**config.mk**
```make
export PLATFORM = sky130hd
export DESIGN_NAME = pulse_frame_climate_decoder
export DESIGN_NICKNAME = d
export VERILOG_FILES = /design/src/pfcd_pkg.sv /design/src/pfcd_cfg_regs.sv /design/src/pfcd_pulse_acc.sv /design/src/pfcd_frame_check.sv /design/src/pulse_frame_climate_decoder.sv
export VERILOG_INCLUDE_DIRS = /design/src /design/src/src
export SDC_FILE = /design/constraint.sdc
export NUM_CORES = 1
export LEC_CHECK = 0
export ABC_AREA = 0
export BUFFER_PORTS_ARGS = -buffer_cell sky130_fd_sc_hd__buf_2
export CAP_MARGIN = 20
export CORE_MARGIN = 10
export CORE_UTILIZATION = 45
export CTS_CLUSTER_SIZE = 10
export DETAILED_ROUTE_END_ITERATION = 16
export GPL_ROUTABILITY_DRIVEN = 0
export MAX_ROUTING_LAYER = met4
export PLACE_DENSITY = 0.64
export SLEW_MARGIN = 30
export SYNTH_ARGS = -nofsm -noshare
export SYNTH_HDL_FRONTEND = slang
export SYNTH_HIERARCHICAL = 1
export SYNTH_SLANG_ARGS = --single-unit
```
**constraint.sdc**
```tcl
create_clock -name aclk -period 7.1 [get_ports aclk]
set_input_delay 1.065 -clock aclk [delete_from_list [all_inputs] [get_ports aclk]]
set_output_delay 1.065 -clock aclk [all_outputs]
set_load 0.01 [all_outputs]
```
**src/pulse_frame_climate_decoder_macros.svh**
```systemverilog
// Assertion macros used by the decoder top level.
`ifndef PULSE_FRAME_CLIMATE_DECODER_MACROS_SVH
`define PULSE_FRAME_CLIMATE_DECODER_MACROS_SVH

// Consequent must hold in the same cycle as the antecedent.
`define PFCD_ASSERT_NOW(label, clk, rst_n, ante, cons, msg) \
    label: assert property (@(posedge clk) disable iff (!rst_n) (ante) |-> (cons)) \
        else $error(msg);

// Consequent must hold in the cycle after the antecedent.
`define PFCD_ASSERT_NEXT(label, clk, rst_n, ante, cons, msg) \
    label: assert property (@(posedge clk) disable iff (!rst_n) (ante) |=> (cons)) \
        else $error(msg);

`endif

```
**src/pfcd_pkg.sv**
```systemverilog
`timescale 1ns / 1ps

package pfcd_pkg;

    localparam int FRAME_LEN  = 40;
    localparam int CNT_W      = 6;
    localparam logic [CNT_W-1:0] CNT_FRAME = 6'd40;
    localparam logic [CNT_W-1:0] CNT_SAT   = 6'd41;

    localparam int PULSE_W = 16;
    localparam int TEMP_W  = 11;
    localparam int HUMID_W = 10;
    localparam int OUT_W   = 24;

    localparam logic [15:0] SIGN_BIT = 16'h8000;
    localparam logic [15:0] MAG_MASK = 16'h7FFF;

    // Register reset values.
    localparam logic [15:0] MIN_PULSE_RST  = 16'd10;
    localparam logic [15:0] MAX_PULSE_RST  = 16'd100;
    localparam logic [15:0] ONE_THRESH_RST = 16'd50;
    localparam logic [15:0] TEMP_LOW_RST   = 16'hFE70;  // -400
    localparam logic [15:0] TEMP_HIGH_RST  = 16'd800;
    localparam logic [15:0] HUMID_HIGH_RST = 16'd1000;

    localparam int ADDR_W = 5;

    typedef enum logic [2:0] {
        REG_MIN_PULSE  = 3'd0,
        REG_MAX_PULSE  = 3'd1,
        REG_ONE_THRESH = 3'd2,
        REG_TEMP_LOW   = 3'd3,
        REG_TEMP_HIGH  = 3'd4,
        REG_HUMID_HIGH = 3'd5
    } reg_idx_t;

    typedef enum logic [1:0] {
        ST_VALID    = 2'd0,
        ST_TIMEOUT  = 2'd1,
        ST_CHECKSUM = 2'd2,
        ST_RANGE    = 2'd3
    } status_t;

    typedef struct packed {
        logic [15:0] min_pulse;
        logic [15:0] max_pulse;
        logic [15:0] one_thresh;
        logic [15:0] temp_low;
        logic [15:0] temp_high;
        logic [15:0] humid_high;
    } cfg_t;

    // A finished frame handed from the pulse stage to the check stage.
    typedef struct packed {
        logic                 timeout;
        logic [FRAME_LEN-1:0] bits;
    } frame_t;

    // Running frame state, exposed for checking.
    typedef struct packed {
        logic [CNT_W-1:0] count;
        logic             fault;
    } acc_stat_t;

endpackage

```
**src/pfcd_cfg_regs.sv**
```systemverilog
`timescale 1ns / 1ps

module pfcd_cfg_regs (
    input  logic                      aclk,
    input  logic                      aresetn,
    input  logic                      psel,
    input  logic                      penable,
    input  logic                      pwrite,
    input  logic [pfcd_pkg::ADDR_W-1:0] paddr,
    input  logic [31:0]               pwdata,
    output logic [31:0]               prdata,
    output logic                      pready,
    output pfcd_pkg::cfg_t            cfg
);

    pfcd_pkg::cfg_t cfg_reg;
    pfcd_pkg::cfg_t cfg_next;
    logic           wr_en;
    logic [2:0]     idx;

    assign pready = 1'b1;
    assign wr_en  = psel && penable && pwrite;
    assign idx    = paddr[pfcd_pkg::ADDR_W-1:2];
    assign cfg    = cfg_reg;

    always_comb begin
        cfg_next = cfg_reg;
        if (wr_en) begin
            case (idx)
                pfcd_pkg::REG_MIN_PULSE:  cfg_next.min_pulse  = pwdata[15:0];
                pfcd_pkg::REG_MAX_PULSE:  cfg_next.max_pulse  = pwdata[15:0];
                pfcd_pkg::REG_ONE_THRESH: cfg_next.one_thresh = pwdata[15:0];
                pfcd_pkg::REG_TEMP_LOW:   cfg_next.temp_low   = pwdata[15:0];
                pfcd_pkg::REG_TEMP_HIGH:  cfg_next.temp_high  = pwdata[15:0];
                pfcd_pkg::REG_HUMID_HIGH: cfg_next.humid_high = pwdata[15:0];
                default: cfg_next = cfg_reg;
            endcase
        end
    end

    always_ff @(posedge aclk) begin
        if (!aresetn) begin
            cfg_reg.min_pulse  <= pfcd_pkg::MIN_PULSE_RST;
            cfg_reg.max_pulse  <= pfcd_pkg::MAX_PULSE_RST;
            cfg_reg.one_thresh <= pfcd_pkg::ONE_THRESH_RST;
            cfg_reg.temp_low   <= pfcd_pkg::TEMP_LOW_RST;
            cfg_reg.temp_high  <= pfcd_pkg::TEMP_HIGH_RST;
            cfg_reg.humid_high <= pfcd_pkg::HUMID_HIGH_RST;
        end else begin
            cfg_reg <= cfg_next;
        end
    end

    // Signed limits read back sign-extended.
    always_comb begin
        case (idx)
            pfcd_pkg::REG_MIN_PULSE:  prdata = {16'd0, cfg_reg.min_pulse};
            pfcd_pkg::REG_MAX_PULSE:  prdata = {16'd0, cfg_reg.max_pulse};
            pfcd_pkg::REG_ONE_THRESH: prdata = {16'd0, cfg_reg.one_thresh};
            pfcd_pkg::REG_TEMP_LOW:   prdata = {{16{cfg_reg.temp_low[15]}}, cfg_reg.temp_low};
            pfcd_pkg::REG_TEMP_HIGH:  prdata = {{16{cfg_reg.temp_high[15]}}, cfg_reg.temp_high};
            pfcd_pkg::REG_HUMID_HIGH: prdata = {16'd0, cfg_reg.humid_high};
            default:                  prdata = 32'd0;
        endcase
    end

endmodule

```
**src/pfcd_pulse_acc.sv**
```systemverilog
`timescale 1ns / 1ps

module pfcd_pulse_acc (
    input  logic                        aclk,
    input  logic                        aresetn,
    input  pfcd_pkg::cfg_t              cfg,
    input  logic                        s_tvalid,
    output logic                        s_tready,
    input  logic [pfcd_pkg::PULSE_W-1:0] s_tdata,
    input  logic                        s_tlast,
    input  logic                        frm_take,
    output logic                        frm_valid,
    output pfcd_pkg::frame_t            frm,
    output pfcd_pkg::acc_stat_t         stat
);

    logic [pfcd_pkg::FRAME_LEN-1:0] bits_reg, bits_next;
    logic [pfcd_pkg::CNT_W-1:0]     cnt_reg, cnt_next;
    logic                           fault_reg, fault_next;
    logic                           frm_vld_reg, frm_vld_next;
    pfcd_pkg::frame_t               frm_reg, frm_next;

    logic accept;
    logic bad_pulse;
    logic bit_val;
    logic [pfcd_pkg::FRAME_LEN-1:0] bits_in;
    logic [pfcd_pkg::CNT_W-1:0]     cnt_in;
    logic                           fault_in;

    assign s_tready  = !frm_vld_reg || frm_take;
    assign accept    = s_tvalid && s_tready;
    assign frm_valid = frm_vld_reg;
    assign frm       = frm_reg;
    assign stat      = '{count: cnt_reg, fault: fault_reg};

    assign bad_pulse = (s_tdata < cfg.min_pulse) || (s_tdata > cfg.max_pulse);
    assign bit_val   = (s_tdata >= cfg.one_thresh);
    assign bits_in   = {bits_reg[pfcd_pkg::FRAME_LEN-2:0], bit_val};
    assign cnt_in    = (cnt_reg < pfcd_pkg::CNT_SAT) ? cnt_reg + 1'b1 : cnt_reg;
    assign fault_in  = fault_reg || bad_pulse;

    always_comb begin
        bits_next    = bits_reg;
        cnt_next     = cnt_reg;
        fault_next   = fault_reg;
        frm_next     = frm_reg;
        frm_vld_next = frm_vld_reg && !frm_take;
        if (accept) begin
            if (s_tlast) begin
                // Hand the finished frame on and start a fresh one.
                frm_next.bits    = bits_in;
                frm_next.timeout = fault_in || (cnt_in != pfcd_pkg::CNT_FRAME);
                frm_vld_next     = 1'b1;
                bits_next        = '0;
                cnt_next         = '0;
                fault_next       = 1'b0;
            end else begin
                bits_next  = bits_in;
                cnt_next   = cnt_in;
                fault_next = fault_in;
            end
        end
    end

    always_ff @(posedge aclk) begin
        if (!aresetn) begin
            bits_reg    <= '0;
            cnt_reg     <= '0;
            fault_reg   <= 1'b0;
            frm_vld_reg <= 1'b0;
        end else begin
            bits_reg    <= bits_next;
            cnt_reg     <= cnt_next;
            fault_reg   <= fault_next;
            frm_vld_reg <= frm_vld_next;
        end
    end

    always_ff @(posedge aclk) begin
        frm_reg <= frm_next;
    end

endmodule

```
**src/pfcd_frame_check.sv**
```systemverilog
`timescale 1ns / 1ps

module pfcd_frame_check (
    input  logic                      aclk,
    input  logic                      aresetn,
    input  pfcd_pkg::cfg_t            cfg,
    input  logic                      frm_valid,
    input  pfcd_pkg::frame_t          frm,
    output logic                      frm_take,
    output logic                      m_tvalid,
    input  logic                      m_tready,
    output logic [pfcd_pkg::OUT_W-1:0] m_tdata
);

    logic                         out_vld_reg, out_vld_next;
    logic [pfcd_pkg::OUT_W-1:0]   out_reg, out_next;

    logic [7:0]  b0, b1, b2, b3, ck, sum;
    logic [15:0] raw_h, raw_t;
    logic signed [15:0] temp;
    logic        out_of_range;
    pfcd_pkg::status_t status;
    logic [pfcd_pkg::TEMP_W-1:0]  temp_out;
    logic [pfcd_pkg::HUMID_W-1:0] humid_out;

    assign frm_take = frm_valid && (!out_vld_reg || m_tready);
    assign m_tvalid = out_vld_reg;
    assign m_tdata  = out_reg;

    assign b0  = frm.bits[39:32];
    assign b1  = frm.bits[31:24];
    assign b2  = frm.bits[23:16];
    assign b3  = frm.bits[15:8];
    assign ck  = frm.bits[7:0];
    assign sum = b0 + b1 + b2 + b3;

    assign raw_h = {b0, b1};
    assign raw_t = {b2, b3};
    // Sign-magnitude temperature; a negative zero comes out as zero.
    assign temp = ((raw_t & pfcd_pkg::SIGN_BIT) != 16'd0)
                ? -$signed(raw_t & pfcd_pkg::MAG_MASK)
                : $signed(raw_t);

    assign out_of_range = (temp < $signed(cfg.temp_low)) || (temp > $signed(cfg.temp_high))
                       || (raw_h > cfg.humid_high);

    always_comb begin
        status    = pfcd_pkg::ST_VALID;
        temp_out  = '0;
        humid_out = '0;
        if (frm.timeout) begin
            status = pfcd_pkg::ST_TIMEOUT;
        end else if (sum != ck) begin
            status = pfcd_pkg::ST_CHECKSUM;
        end else if (out_of_range) begin
            status = pfcd_pkg::ST_RANGE;
        end else begin
            temp_out  = temp[pfcd_pkg::TEMP_W-1:0];
            humid_out = raw_h[pfcd_pkg::HUMID_W-1:0];
        end
    end

    always_comb begin
        out_vld_next = out_vld_reg && !m_tready;
        out_next     = out_reg;
        if (frm_take) begin
            out_vld_next = 1'b1;
            out_next     = {1'b0, humid_out, temp_out, status};
        end
    end

    always_ff @(posedge aclk) begin
        if (!aresetn) begin
            out_vld_reg <= 1'b0;
        end else begin
            out_vld_reg <= out_vld_next;
        end
    end

    always_ff @(posedge aclk) begin
        out_reg <= out_next;
    end

endmodule

```
**src/pulse_frame_climate_decoder.sv**
```systemverilog
`timescale 1ns / 1ps
// Channel   | Direction | Carries
// ----------+-----------+--------------------------------------------------
// s_*       | in        | one pulse width per item, tlast on the frame's end
// m_*       | out       | one decode result per frame
// APB       | in/out    | six 16-bit limit registers at byte address 4*i
//
// One pulse item can be accepted in every cycle. The last pulse of a frame
// is registered with its frame in the frame register, and the result register
// loads from it when the check stage takes the frame, raising m_tvalid.
// Reset (aresetn low at a clock edge) clears the frame in progress and both
// valid flags and returns the limit registers to their reset values. s_tready
// drops only while a finished frame waits behind a result that m_tready holds.

`include "pulse_frame_climate_decoder_macros.svh"

module pulse_frame_climate_decoder (
    input  logic        aclk,
    input  logic        aresetn,
    // Pulse input channel.
    input  logic        s_tvalid,
    output logic        s_tready,
    input  logic [15:0] s_tdata,    // [15:0] pulse_us
    input  logic        s_tlast,    // last_pulse
    // Result channel.
    output logic        m_tvalid,
    input  logic        m_tready,
    output logic [23:0] m_tdata,    // [1:0] status, [12:2] temperature_tenths,
                                    // [22:13] humidity_tenths, [23] zero
    // Configuration port.
    input  logic        psel,
    input  logic        penable,
    input  logic        pwrite,
    input  logic [4:0]  paddr,
    input  logic [31:0] pwdata,
    output logic [31:0] prdata,
    output logic        pready
);

    pfcd_pkg::cfg_t      cfg;
    pfcd_pkg::frame_t    frm;
    pfcd_pkg::acc_stat_t stat;
    logic                frm_valid;
    logic                frm_take;

    // Limit registers; the user must change them only while no frame is in flight (not enforced here).
    pfcd_cfg_regs u_cfg (
        .aclk    (aclk),
        .aresetn (aresetn),
        .psel    (psel),
        .penable (penable),
        .pwrite  (pwrite),
        .paddr   (paddr),
        .pwdata  (pwdata),
        .prdata  (prdata),
        .pready  (pready),
        .cfg     (cfg)
    );

    // Classifies each pulse, shifts the bit in, and counts pulses. The last
    // pulse hands the complete frame and its timeout flag to the check stage.
    pfcd_pulse_acc u_acc (
        .aclk      (aclk),
        .aresetn   (aresetn),
        .cfg       (cfg),
        .s_tvalid  (s_tvalid),
        .s_tready  (s_tready),
        .s_tdata   (s_tdata),
        .s_tlast   (s_tlast),
        .frm_take  (frm_take),
        .frm_valid (frm_valid),
        .frm       (frm),
        .stat      (stat)
    );

    // Checksum, sign-magnitude decode and range checks, then the result
    // register that drives the output channel.
    pfcd_frame_check u_chk (
        .aclk      (aclk),
        .aresetn   (aresetn),
        .cfg       (cfg),
        .frm_valid (frm_valid),
        .frm       (frm),
        .frm_take  (frm_take),
        .m_tvalid  (m_tvalid),
        .m_tready  (m_tready),
        .m_tdata   (m_tdata)
    );

    // A frame taken by the check stage is on the output in the next cycle.
    `PFCD_ASSERT_NEXT(a_take_shows, aclk, aresetn, frm_take, m_tvalid, "taken frame lost")

    // The last pulse always leaves a cleared frame behind it.
    `PFCD_ASSERT_NEXT(a_last_clears, aclk, aresetn, s_tvalid && s_tready && s_tlast,
        (stat.count == '0) && !stat.fault, "frame not cleared after last pulse")

    // Any result other than valid carries zero data.
    `PFCD_ASSERT_NOW(a_bad_zero, aclk, aresetn,
        m_tvalid && (m_tdata[1:0] != pfcd_pkg::ST_VALID),
        m_tdata[23:2] == '0, "non-valid result carries data")

    // The pulse count saturates and never runs past its ceiling.
    `PFCD_ASSERT_NOW(a_cnt_sat, aclk, aresetn, 1'b1,
        stat.count <= pfcd_pkg::CNT_SAT, "pulse count beyond saturation")

endmodule

```
* Word-level counts from Yosys, hierarchy flattened
Index checks and enable logic that the tools add are counted.
** Word-level totals
- Bits of input ports :: 61
- Logic and storage cells :: 71
- Output and inout bits :: 59
- Flip-flop bits (word level) :: 208
** Cells by class
- Add/sub/neg operators :: 5
- Reduce and logical (&&, ||, !) cells :: 26
- Equality and inequality tests :: 7
- $lt $le $gt $ge :: 7
- Mux-type cells :: 11
** Operators with widths (count)
- $pmux W32 S6 :: 1
- $gt A16 B16 Y1 :: 3
- $mux W39 :: 1
- $lt A16 B16 Y1 :: 2
- $add A8 B8 Y8 :: 3
- $ge A16 B16 Y1 :: 1
- $mux W16 :: 1
- $neg A15 Y16 :: 1
- $reduce_and A2 Y1 :: 7
- $mux W6 :: 2
- $ne A8 B8 Y1 :: 1
- $logic_or A1 B1 Y1 :: 7
- $add A6 B1 Y6 const B :: 1
- $eq A3 B2 Y1 const B :: 2
- $eq A3 B3 Y1 const B :: 2
- $logic_and A1 B1 Y1 :: 6
- $lt A6 B6 Y1 const B :: 1
- $ne A6 B6 Y1 const B :: 1
- $logic_not A1 Y1 :: 4
- $mux W1 :: 4
- $mux W2 :: 2
- $eq A3 B1 Y1 const B :: 1
- $logic_not A3 Y1 :: 1
- $reduce_or A3 Y1 :: 1

* Logic depth before layout (Yosys ltp)
Gate-level depths: netlist of the first run.
- Word-level depth :: 7
- Gate-level depth with buffers :: 16
- Depth with buffers taken out :: 15

* Hierarchy
The synthesis of the first run kept the hierarchy.
** Modules (own cells, without submodules)
- pfcd_cfg_regs :: instances 1, cells an instance 483, area an instance 4571.9 sq um, sequential area each 1921.8 sq um
- pfcd_pulse_acc :: instances 1, cells an instance 432, area an instance 4431.8 sq um, sequential area each 2172.1 sq um
- pfcd_frame_check :: instances 1, cells an instance 340, area an instance 3116.7 sq um, sequential area each 710.7 sq um

* Worst setup path after synthesis of the first run
Ideal clock, no wire load.
- Path type :: input to register
- Start point :: input port m_tready
- End point :: register u_acc.frm_reg (netlist bit u_acc/frm[0]), enable pin
- Data required time :: 6.705 ns
- Buffers on the path :: 0
- Arrival :: 3.629 ns
- Library setup time :: 0.395 ns
- Path slack :: 3.076 ns
- Stages on the path :: 6
- Path through :: nor2b_1 nor2b_1 nand2b_1 and2_1 nand2_1 inv_1
** On the way
- Cells in the longest elaborated chain, start to end :: 5
** RTL lines
- start: declaration :: RTL line pulse_frame_climate_decoder.sv:27 : input logic m_tready,
- $logic_or A1 B1 Y1 :: RTL line pfcd_frame_check.sv:26 : assign frm_take = frm_valid && (!out_vld_reg || m_tready);
- $logic_and A1 B1 Y1 :: RTL line pfcd_frame_check.sv:26
- net frm_take :: RTL line pulse_frame_climate_decoder.sv:44 : logic frm_take;
- $logic_or A1 B1 Y1 :: RTL line pfcd_pulse_acc.sv:30 : assign s_tready = !frm_vld_reg || frm_take;
- net s_tready :: RTL line pulse_frame_climate_decoder.sv:22 : output logic s_tready,
- $logic_and A1 B1 Y1 :: RTL line pfcd_pulse_acc.sv:31 : assign accept = s_tvalid && s_tready;
- $reduce_and A2 Y1 (no line)
- end signal: assignment :: RTL line pfcd_pulse_acc.sv:80 : frm_reg <= frm_next;
- end: declaration :: RTL line pfcd_pulse_acc.sv:21 : pfcd_pkg::frame_t frm_reg, frm_next;
The timed path passes the listed nets, and every way through them passes these cells.
A chain may end at the register's enable or synchronous reset.

* Worst setup path after layout of the first run
- Start point :: register u_acc.frm_reg (netlist bit u_acc/frm[11])
- End point :: register u_chk.out_reg (netlist bit u_chk/m_tdata[17]) (data pin)
** On the way
- Cells in the longest elaborated chain, start to end :: 6
- Elaborated cells between the ends (all ways) :: 9
- Classes of those cells :: add/sub (2); order compare (2); eq/ne (1); mux (1); reduce/logical (3)
** RTL lines
- $neg A15 Y16 :: RTL line pfcd_frame_check.sv:41 : ? -$signed(raw_t & pfcd_pkg::MAG_MASK)
- $mux W16 :: RTL line pfcd_frame_check.sv:41
- $lt A16 B16 Y1 / $gt A16 B16 Y1 (equally long branches) :: RTL line pfcd_frame_check.sv:44 : assign out_of_range = (temp < $signed(cfg.temp_low)) || (temp > $signed(cfg.temp_high))
- $logic_or A1 B1 Y1 :: RTL line pfcd_frame_check.sv:44
- $logic_or A1 B1 Y1 :: RTL line pfcd_frame_check.sv:45 : || (raw_h > cfg.humid_high);
- $reduce_or A3 Y1 (no line) (*)
- end signal: assignment :: RTL line pfcd_frame_check.sv:81 : out_reg <= out_next;
- end: declaration :: RTL line pfcd_frame_check.sv:16 : logic [pfcd_pkg::OUT_W-1:0] out_reg, out_next;
Every way passes the cells marked *; elsewhere a longest branch is shown, timed or not.

==> summary.md, run 1 <==
| Metric | Value |
|---|---|
| # IOs | `120` |
| Power Density | `approximately 210 mW/mm^2` |
| Lkg Pwr | `0.00558 uW` |
| Final Hold Viols | `0` |
| TritonRoute pass-1 iters | `5` |
| Hold Path Depth | `0` |
| Share of layout cells above drive strength 1 | `0.143` |
| Final setup skew | `around 0.011 ns` |
| CP Launch Type | `flop` |
| Setup violators final | `0` |
| Arr. time, crit path | `around 4.8 ns` |
| Via count | `~9200` |
| Worst hold endpoint | `u_acc/frm[39]` |
| RSZ-0062 raised after global routing | `no` |
| # fillers | `2431` |
| CP endpoint kind | `flop` |
| Max frequency | `~220 MHz` |
| Status | `completed` |
| Initial antenna violation count | `1` |
| Clock root cell | `clkbuf_16` |
| Worst Hold Class | `flop to flop` |
| End of the worst register-to-register path | `u_chk/m_tdata[17]` |
| Overall global routing resource usage | `0.186` |
| IO Port Bufs | `99` |
| Layout Area Growth over Synthesis | `10.5%` |
| Max cap viols | `0` |
| Starting Density | `0.461` |
| Post-DP HPWL | `23.2 mm` |
| Worst-case vdd ir drop | `roughly 0.15 mV` |
| CTS tree | `built` |
| Vias in the first global route | `between 9000 and 10000` |
| Mapped Area | `0.0121 sq mm` |
| CTS max path bufs | `3` |
| Area occupied by multi-input gates | `about 0.0064 sq mm` |
| Max-slew violations | `0` |
| Core area | `approximately 0.026 sq mm` |
| Final nets | `between 1000 and 1500` |
| Max reg flops | `96` |
| Mapped Nets | `roughly 1400` |
| Yosys warning count | `6` |
| Rel. slew slack | `0.345` |
| Die width | `184 um` |
| R2r setup slk | `2.54 ns` |
| Finished Cell Area | `0.0134 sq mm` |
| Min cycle time layout | `about 4.6 ns` |
| Crit path kind | `flop to flop` |
| CP max FO | `21` |
| Mapped Cells | `~1300` |
| Antenna Nets Post-Route | `0` |
| DR DRC count | `0` |
| Reg2Reg Depth | `16` |
| Syn avg cell area | `roughly 9.7 sq um` |
| Tcrit/Tclk final | `0.642` |
| Worst Path Required | `7.36 ns` |
| Worst Tran Pin Value | `0.982 ns` |
| Worst setup startpoint | `u_acc/frm[11]` |
| Clock transition at the registers of the reported paths | `approximately 0.060 ns` |
| Placed instance area | `0.0127 sq mm` |
| Grt ovf | `0` |
| Worst R2R Start | `u_acc/frm[11]` |
| WL/cell | `~19 um` |
| CTS resizes | `0` |
| Hold Crit Start | `u_acc/bits_reg[38]` |
| CTS Buf Count | `25` |
| Post-CTS Hold Buffers | `0` |
| Die area | `roughly 0.034 sq mm` |
| Skew-Pair Late Insertion Delay | `0.52 ns` |
| Clk sinks | `approximately 210` |
| Maximum number of pins on one net before global-route repair | `between 90 and 100` |
| 1st-iter DRT viols | `slightly above 700` |
| DR vias/cell | `~5.5` |
| Row count | `59` |
| CTS H-tree depth | `1` |
| Setup Buffers After CTS | `0` |
| Global-route wire length before repair | `just under 50 mm` |
| Setup tns final | `0 ns` |
| Register area | `~0.0048 sq mm` |
| Detailed Route WL | `around 31 mm` |
| Die H | `approximately 180 um` |
-- report_power, final --
group	leakage [uW]	switching [uW]	internal, uW
combinational	0.00348	214	139
clock	0.000338	474	656
sequential	0.00177	20.2	1250
-- cell usage in the layout (no fill, tap or decap), types with 11 or more instances in the layout --
cell	n
clkbuf_16	25
nand3_1	35
nor3b_1	42
nor2b_1	58
mux2i_1	89
mux2_2	22
nand2b_1	11
clkbuf_1	12
o21ai_0	45
nand4_1	15
o211ai_1	17
buf_2	98
inv_1	124
ha_1	104
xnor2_1	26
a21oi_1	87
and2_2	21
a22oi_1	15
edfxtp_1	64
nand2_1	115
fa_1	14
dfxtp_1	144
-- final cells by class --
class | count | area share
antenna | 1 | 0.000187
clock buffer | 38 | 0.0512
clock inverter | 2 | 0.00103
inverter | 125 | 0.0351
multi-input combinational | 842 | 0.479
sequential | 208 | 0.359
tap | 335 | 0.0313
timing repair buffer | 108 | 0.0428
-- how the worst max path moves through the flow --
| stage | slack, ns | depth (start not counted) | to |
|---|---|---|---|
| floorplan | 3.08 | 6 | u_acc/frm[0] |
| global placement | 2.68 | 16 | u_chk/m_tdata[8] |
| detailed placement | 2.62 | 16 | u_chk/m_tdata[17] |
| CTS | 2.59 | 16 | u_chk/m_tdata[17] |
| global route | 2.25 | 16 | u_chk/m_tdata[5] |
| finish | 2.54 | 16 | u_chk/m_tdata[17] |
-- worst max-delay path: stages (launching register included) --
cell	delay (ns)
edfxtp_1	0.52
nor4_1	0.38
nand2b_1	0.17
or4_1	0.44
nor2_1	0.15
nand3_1	0.17
o31ai_1	0.28
xnor2_1	0.22
ha_1	0.30
a211oi_1	0.24
nor2_1	0.08
or3_1	0.35
a211oi_1	0.26
xnor2_1	0.25
nor4b_2	0.09
buf_4	0.21
and2_2	0.21
-- per-stage QoR --
stage	std cells	total power, uW	setup slack [ns]	util	hold WS (ns)
2_1_floorplan	1254	1540	3.08	-	0.409
3_3_place_gp	1617	1640	2.68	0.482	0.422
3_5_place_dp	1618	1640	2.62	0.482	0.434
4_1_cts	1658	2780	2.59	0.509	0.450
5_1_grt	1659	2870	2.25	0.509	0.458
6_report	1659	2750	2.54	0.509	0.443
-- per-layer routing --
layer	track usage	up-vias	wire, um
li1	-	4501	-
met3	0.0318	35	2070
met2	0.295	243	14500
met4	0.0541	0	707
met1	0.239	4388	14000
met5	-	-	0
Note: power is estimated with default switching activity, not from simulation.
==> run 2: changes to the inputs <==
clock period = 4.35 ns   (was 7.1 ns; I/O delays follow)
==> run 2 against run 1 <==
Against the previous run: combinational power grew 67%; clock power grew 68%; total power grew 66%; wire length grew 0.34%; sequential share of layout area shrank 0.53 points; clock skew grew 0.0023 ns; non-clock buffer count grew 17; die area is the same; cell count grew 0.96%.
==> summary.md, run 2 (synthesis results as in run 1) <==
| Metric | Value |
|---|---|
| Status | `completed (unchanged)` |
| Max-slew violations | `0 (unchanged)` |
| Worst Hold Class | `input pin to flop (was flop to flop)` |
| Global-route wire length before repair | `49.2 mm (was 49.4 mm)` |
| Met3 Use GR | `0.0300 (was 0.0318)` |
| Worst R2R Start | `u_acc/frm[13] (was u_acc/frm[11])` |
| R2r setup slk | `0.17 ns (was 2.54 ns)` |
| Die area | `0.0339 sq mm (unchanged)` |
| Post-placement cell count | `1634 (was 1618)` |
| CP Launch Type | `flop (unchanged)` |
| Crit path kind | `flop to flop (unchanged)` |
| Core area | `0.0263 sq mm (unchanged)` |
| Tcrit/Tclk final | `0.961 (was 0.642)` |
| Clock root cell | `clkbuf_16 (unchanged)` |
| Most frequent cells in the layout | `dfxtp_1 (144), inv_1 (124), nand2_1 (115) (unchanged)` |
| Final nets | `1506 (was 1489)` |
| Crit path to | `u_chk/m_tdata[16] (was u_chk/m_tdata[17])` |
| Area occupied by multi-input gates | `0.00643 sq mm (was 0.00641 sq mm)` |
| Setup violators final | `0 (unchanged)` |
| CTS Buf Count | `25 (unchanged)` |
| CP endpoint kind | `flop (unchanged)` |
| Setup tns final | `0 ns (unchanged)` |
| Initial antenna violation count | `2 (was 1)` |
| Skew-Pair Late Insertion Delay | `0.51 ns (was 0.52 ns)` |
| CTS max path bufs | `3 (unchanged)` |
| Grt ovf | `0 (unchanged)` |
| Vias in the first global route | `8971 (was 9112)` |
| Busiest layer in global routing | `met2 (unchanged)` |
| Max cap viols | `0 (unchanged)` |
| Detailed Route WL | `31.3 mm (was 31.2 mm)` |
| Register area | `0.00480 sq mm (unchanged)` |
| Post-CTS Hold Buffers | `0 (unchanged)` |
| Worst Tran Pin Value | `0.988 ns (was 0.982 ns)` |
| # fillers | `2408 (was 2431)` |
| Overall global routing resource usage | `0.187 (was 0.186)` |
| Starting Density | `0.461 (unchanged)` |
| Final cell count without fillers | `1675 (was 1659)` |
| Worst-case vdd ir drop | `0.222 mV (was 0.155 mV)` |
| WL/cell | `18.7 um (was 18.8 um)` |
| Clk sinks | `208 (unchanged)` |
| Arr. time, crit path | `4.55 ns (was 4.82 ns)` |
| 1st-iter DRT viols | `720 (was 723)` |
| M2 GR Usage | `0.299 (was 0.295)` |
| Final Hold Viols | `0 (unchanged)` |
| Antenna Nets Post-Route | `0 (unchanged)` |
| DR vias/cell | `5.50 (was 5.53)` |
| Share of layout cells above drive strength 1 | `0.156 (was 0.143)` |
| # IOs | `120 (unchanged)` |
| Power Density | `336 mW/mm^2 (was 206 mW/mm^2)` |
| Rel. slew slack | `0.342 (was 0.345)` |
| Met1 Usage GRT | `0.243 (was 0.239)` |
| Clock transition at the registers of the reported paths | `0.05 ns (was 0.06 ns)` |
| IO Port Bufs | `99 (unchanged)` |
| Max frequency | `239 MHz (was 219 MHz)` |
| CTS tree | `built (unchanged)` |
| Lkg Pwr | `0.00569 uW (was 0.00558 uW)` |
| Worst setup startpoint | `u_acc/frm[13] (was u_acc/frm[11])` |
| Die width | `184 um (unchanged)` |
| Commonest non-fill, non-tap cell in the layout | `dfxtp_1 (unchanged)` |
| Worst hold margin | `0.393 ns (was 0.443 ns)` |
| CTS H-tree depth | `1 (unchanged)` |
| Worst Path Required | `4.72 ns (was 7.36 ns)` |
| CP max FO | `21 (unchanged)` |
| Via count | `9216 (was 9167)` |
| DR DRC count | `0 (unchanged)` |
| Maximum number of pins on one net before global-route repair | `90 (was 98)` |
| Reg2Reg Depth | `16 (unchanged)` |
| End of the worst register-to-register path | `u_chk/m_tdata[16] (was u_chk/m_tdata[17])` |
| Final setup skew | `0.0137 ns (was 0.0114 ns)` |
| TritonRoute pass-1 iters | `5 (unchanged)` |
| Die H | `184 um (unchanged)` |
| Post-DP HPWL | `23.6 mm (was 23.2 mm)` |
| Min cycle time layout | `4.18 ns (was 4.56 ns)` |
| Layout Area Growth over Synthesis | `12.1% (was 10.5%)` |
| Max reg flops | `96 (unchanged)` |
| Row count | `59 (unchanged)` |
-- run 2: how the worst min path moves through the flow --
stage	startpoint	to	slack, ns	cells after the start
2_1_floorplan	u_acc/bits_reg[38]	u_acc/frm[39]	0.41	0
3_3_place_gp	u_acc/bits_reg[38]	u_acc/frm[39]	0.41	0
3_5_place_dp	u_acc/bits_reg[38]	u_acc/frm[39]	0.42	0
4_1_cts	pwdata[12]	u_cfg/cfg[44]	0.38	3
5_1_grt	pwdata[5]	u_cfg/cfg[85]	0.42	3
6_report	pwdata[12]	u_cfg/cfg[44]	0.39	3
-- run 2: what timing repair did --
| action | in CTS | in global routing |
|---|---|---|
| endpoints found under the setup margin | 0 | 21 |
| setup buffers | 0 | 1 |
| gates resized for setup | 0 | 5 |
-- run 2: routing by layer --
metal / vias to the layer above / part of all wire
met1: 4371 / 0.45
met2: 268 / 0.47
li1: 4535 / -
met4: 0 / 0.021
met5: - / 0
met3: 42 / 0.066
-- run 2: report_power, final --
group	total [uW]	internal, uW	leakage (uW)	switching, uW
combinational	591	236	0.00358	355
clock	1900	1140	0.000350	763
sequential	2070	2040	0.00176	32.2
-- run 2: area by class of cell --
| type | count | area share |
|---|---|---|
| clock buffers | 38 | 0.0511 |
| inverters | 125 | 0.0345 |
| multi-input cells | 842 | 0.473 |
| repair buffers | 125 | 0.0538 |
| flip-flops and latches | 208 | 0.354 |
| clock inverters | 1 | 0.00221 |
| well taps | 335 | 0.0309 |
| diodes | 1 | 0.000184 |
-- run 2: worst max-delay path, cell delays in order (launching register included) --
cell and delay (ns):
edfxtp_1 0.40, nor4_2 0.32, nand2b_1 0.11, or4_1 0.43, nor2_1 0.15, nand3_1 0.16
o31ai_2 0.23, xnor2_1 0.18, ha_1 0.28, a211oi_1 0.24, nor2_1 0.07, or3_1 0.36
a211oi_2 0.22, xnor2_2 0.12, nor4b_2 0.30, bufbuf_16 0.33, and2_2 0.15
-- run 2: through the flow --
stage          cell area [sq um]   util  setup slack [ns]  power, uW
6_report                   13600  0.517             0.170       4560
5_1_grt                    13600  0.517           -0.0557       4750
4_1_cts                    13500  0.515            0.0918       4600
3_3_place_gp               12800  0.487             0.171       2680
3_5_place_dp               12800  0.487             0.111       2690
2_1_floorplan              12100      -             0.362       2520
==> run 3: changes to the inputs <==
CELL_PAD_IN_SITES_DETAIL_PLACEMENT = 1   (was unset)
CELL_PAD_IN_SITES_GLOBAL_PLACEMENT = 1   (was unset)
PLACE_DENSITY = 0.87   (was 0.64)
==> run 3 against run 2 <==
Against the previous run: the flow now finishes with violations (negative setup slack); total power is 2.3% higher; sequential share of layout area is 0.18 points lower; register-to-register slack worse by 0.20 ns; maximum frequency is 4.6% lower; first-iteration DRC count is 17% higher; sequential power hardly changed; via count is 8.2% higher; design area is 0.52% higher; worst setup slack worse by 0.20 ns; clock skew is 0.0038 ns higher; clock power is 2% higher; cell count is 0.24% higher; critical endpoint is now u_chk/m_tdata[7].
==> summary.md, run 3 (synthesis results as in run 1) <==
| Metric | Value |
|---|---|
| Status | `complete, but fails checks (was completed)` |
| Failing checks | `negative setup slack` |
| Max-slew violations | `0 (unchanged)` |
| Initial antenna violation count | `4 (was 2)` |
| Clock root cell | `clkbuf_16 (unchanged)` |
| Vias in the first global route | `10700 (was 8971)` |
| Met3 Use GR | `0.0403 (was 0.0300)` |
| Max cap viols | `0 (unchanged)` |
| Setup violators final | `21 (was 0)` |
| Worst Setup Slack, final | `-0.0297 ns (was 0.170 ns)` |
| Post-CTS Hold Buffers | `0 (unchanged)` |
| Finished Cell Area | `0.0137 sq mm (was 0.0136 sq mm)` |
| Layout Area Growth over Synthesis | `12.7% (was 12.1%)` |
| Worst Path Required | `4.73 ns (was 4.72 ns)` |
| IO Port Bufs | `99 (unchanged)` |
| Worst slack at placement | `-0.0706 ns (was 0.111 ns)` |
| Hold Path Depth | `3 (unchanged)` |
| DR DRC count | `0 (unchanged)` |
| CTS max path bufs | `3 (unchanged)` |
| Lkg Pwr | `0.00571 uW (was 0.00569 uW)` |
| Core area | `0.0263 sq mm (unchanged)` |
| Slowest-stage cell, CP | `or4_1 (unchanged)` |
| Max reg flops | `96 (unchanged)` |
| Final Hold Viols | `0 (unchanged)` |
| Tcrit/Tclk final | `1.01 (was 0.961)` |
| Fin util | `0.519 (was 0.517)` |
| Detailed Route WL | `39.4 mm (was 31.3 mm)` |
| Starting Density | `0.461 (unchanged)` |
| CTS Buf Count | `25 (unchanged)` |
| CTS tree | `built (unchanged)` |
| Busiest layer in global routing | `met2 (unchanged)` |
| Grt ovf | `0 (unchanged)` |
| Slowest Stage Delay on Critical Path | `0.48 ns (was 0.43 ns)` |
| Cell-by-cell trace of the critical path | `nor4_4 > nand2b_1 > or4_1 > nor2_2 > nand3_2 > buf_4 > o31a_1 > ha_1 > nand4_1 > nor3_1 > or3_1 > a211oi_2 > xnor2_2 > nor4b_4 > buf_12 > and2_2 (was nor4_2 > nand2b_1 > or4_1 > nor2_1 > nand3_1 > o31ai_2 > xnor2_1 > ha_1 > a211oi_1 > nor2_1 > or3_1 > a211oi_2 > xnor2_2 > nor4b_2 > bufbuf_16 > and2_2)` |
| Die area | `0.0339 sq mm (unchanged)` |
| Clock transition at the registers of the reported paths | `0.06 ns (was 0.05 ns)` |
| Overall global routing resource usage | `0.226 (was 0.187)` |
| Commonest non-fill, non-tap cell in the layout | `dfxtp_1 (unchanged)` |
| TritonRoute pass-1 iters | `5 (unchanged)` |
| Row count | `59 (unchanged)` |
| Share of layout cells above drive strength 1 | `0.162 (was 0.156)` |
| Setup tns final | `-0.393 ns (was 0 ns)` |
| Worst-case vdd ir drop | `0.251 mV (was 0.222 mV)` |
| DR vias/cell | `5.94 (was 5.50)` |
| Final nets | `1506 (unchanged)` |
| Power Density | `342 mW/mm^2 (was 336 mW/mm^2)` |
| Clk sinks | `208 (unchanged)` |
| Via count | `9974 (was 9216)` |
| CP endpoint kind | `flop (unchanged)` |
| 1st-iter DRT viols | `842 (was 720)` |
| CTS H-tree depth | `1 (unchanged)` |
| Skew-Pair Late Insertion Delay | `0.52 ns (was 0.51 ns)` |
| Worst Tran Pin Value | `0.902 ns (was 0.988 ns)` |
| Crit path kind | `flop to flop (unchanged)` |
| Final setup skew | `0.0176 ns (was 0.0137 ns)` |
| Placed instance area | `0.0128 sq mm (about the same)` |
| WL/cell | `23.5 um (was 18.7 um)` |
| # IOs | `120 (unchanged)` |
| Min cycle time layout | `4.38 ns (was 4.18 ns)` |
| M2 GR Usage | `0.381 (was 0.299)` |
| CP Launch Type | `flop (unchanged)` |
| Die H | `184 um (unchanged)` |
| Reg2Reg Depth | `16 (unchanged)` |
| Arr. time, crit path | `4.76 ns (was 4.55 ns)` |
| Antenna Nets Post-Route | `0 (unchanged)` |
| Max frequency | `228 MHz (was 239 MHz)` |
| Met1 Usage GRT | `0.260 (was 0.243)` |
| CP max FO | `21 (unchanged)` |
| Worst hold margin | `0.406 ns (was 0.393 ns)` |
| Global-route wire length before repair | `59.6 mm (was 49.2 mm)` |
| Die width | `184 um (unchanged)` |
| Worst Hold Class | `input pin to flop (unchanged)` |
| Post-DP HPWL | `27.9 mm (was 23.6 mm)` |
| Most frequent cells in the layout | `dfxtp_1 (144), inv_1 (124), nand2_1 (115) (unchanged)` |
| Rel. slew slack | `0.399 (was 0.342)` |
| Maximum number of pins on one net before global-route repair | `66 (was 90)` |
-- run 3: changes by cell type in the layout (fill, tap and decap cells not counted), sizes merged --
cell,before,now
buf,124,125
bufbuf,1,0
clkbuf,38,40
diode,1,3
-- run 3: path summary, 6_finish.rpt --
| path | startpoint | endpoint | slack (ns) |
|---|---|---|---|
| setup / recovery | u_acc/frm[12] | u_chk/m_tdata[7] | -0.03 |
| hold / removal | pwdata[13] | u_cfg/cfg[45] | 0.41 |
| setup reg to reg | u_acc/frm[12] | u_chk/m_tdata[7] | -0.03 |
| hold reg to reg | u_acc/bits_reg[38] | u_acc/frm[39] | 0.44 |
-- run 3: report_power, final --
| group | total (uW) | switching (uW) | internal, uW | leakage (uW) |
|---|---|---|---|---|
| logic | 658 | 411 | 247 | 0.00360 |
| registers | 2070 | 36.1 | 2040 | 0.00176 |
| clock network | 1940 | 791 | 1150 | 0.000352 |
-- run 3: per-stage QoR --
stage	std cells	total power, uW
floorplan	1254	2520
global placement	1632	2680
detailed placement	1632	2730
CTS	1673	4660
global route	1679	4830
finish	1679	4670
-- run 3: worst max-delay path, delay by kind of cell, from the launching register on --
kind,cells,cell delay [ns]
AOI/OAI and AO/OA,2,0.64
and+or+nand+nor,10,2.28
DFF,1,0.43
buffers and inverters,2,0.37
xor gates and xnor gates,1,0.15
adders and majority gates,1,0.37
-- run 3: final cells by class --
type	count	area (sq um)
antenna	3	7.51
inverter	125	469
fill	2954	12600
sequential	208	4800
clock inverter	1	30.0
multi-input combinational	842	6500
tap	335	419
clock buffer	40	702
timing repair buffer	125	718
-- run 3: timing repair --
action | 4_1_cts | 5_1_grt
gates resized for setup | 5 | 11
endpoints found under the setup margin | 21 | 22
endpoints found under the hold margin | 0 | 0
setup buffers | 0 | 3
cloned | 0 | 0
pin swaps | 1 | 5
-- run 3: metal layers --
layer  up-vias  share of wire
met5         -              0
met4         0          0.052
met3       141          0.067
met2       401           0.48
met1      4902           0.40
li1       4530              -
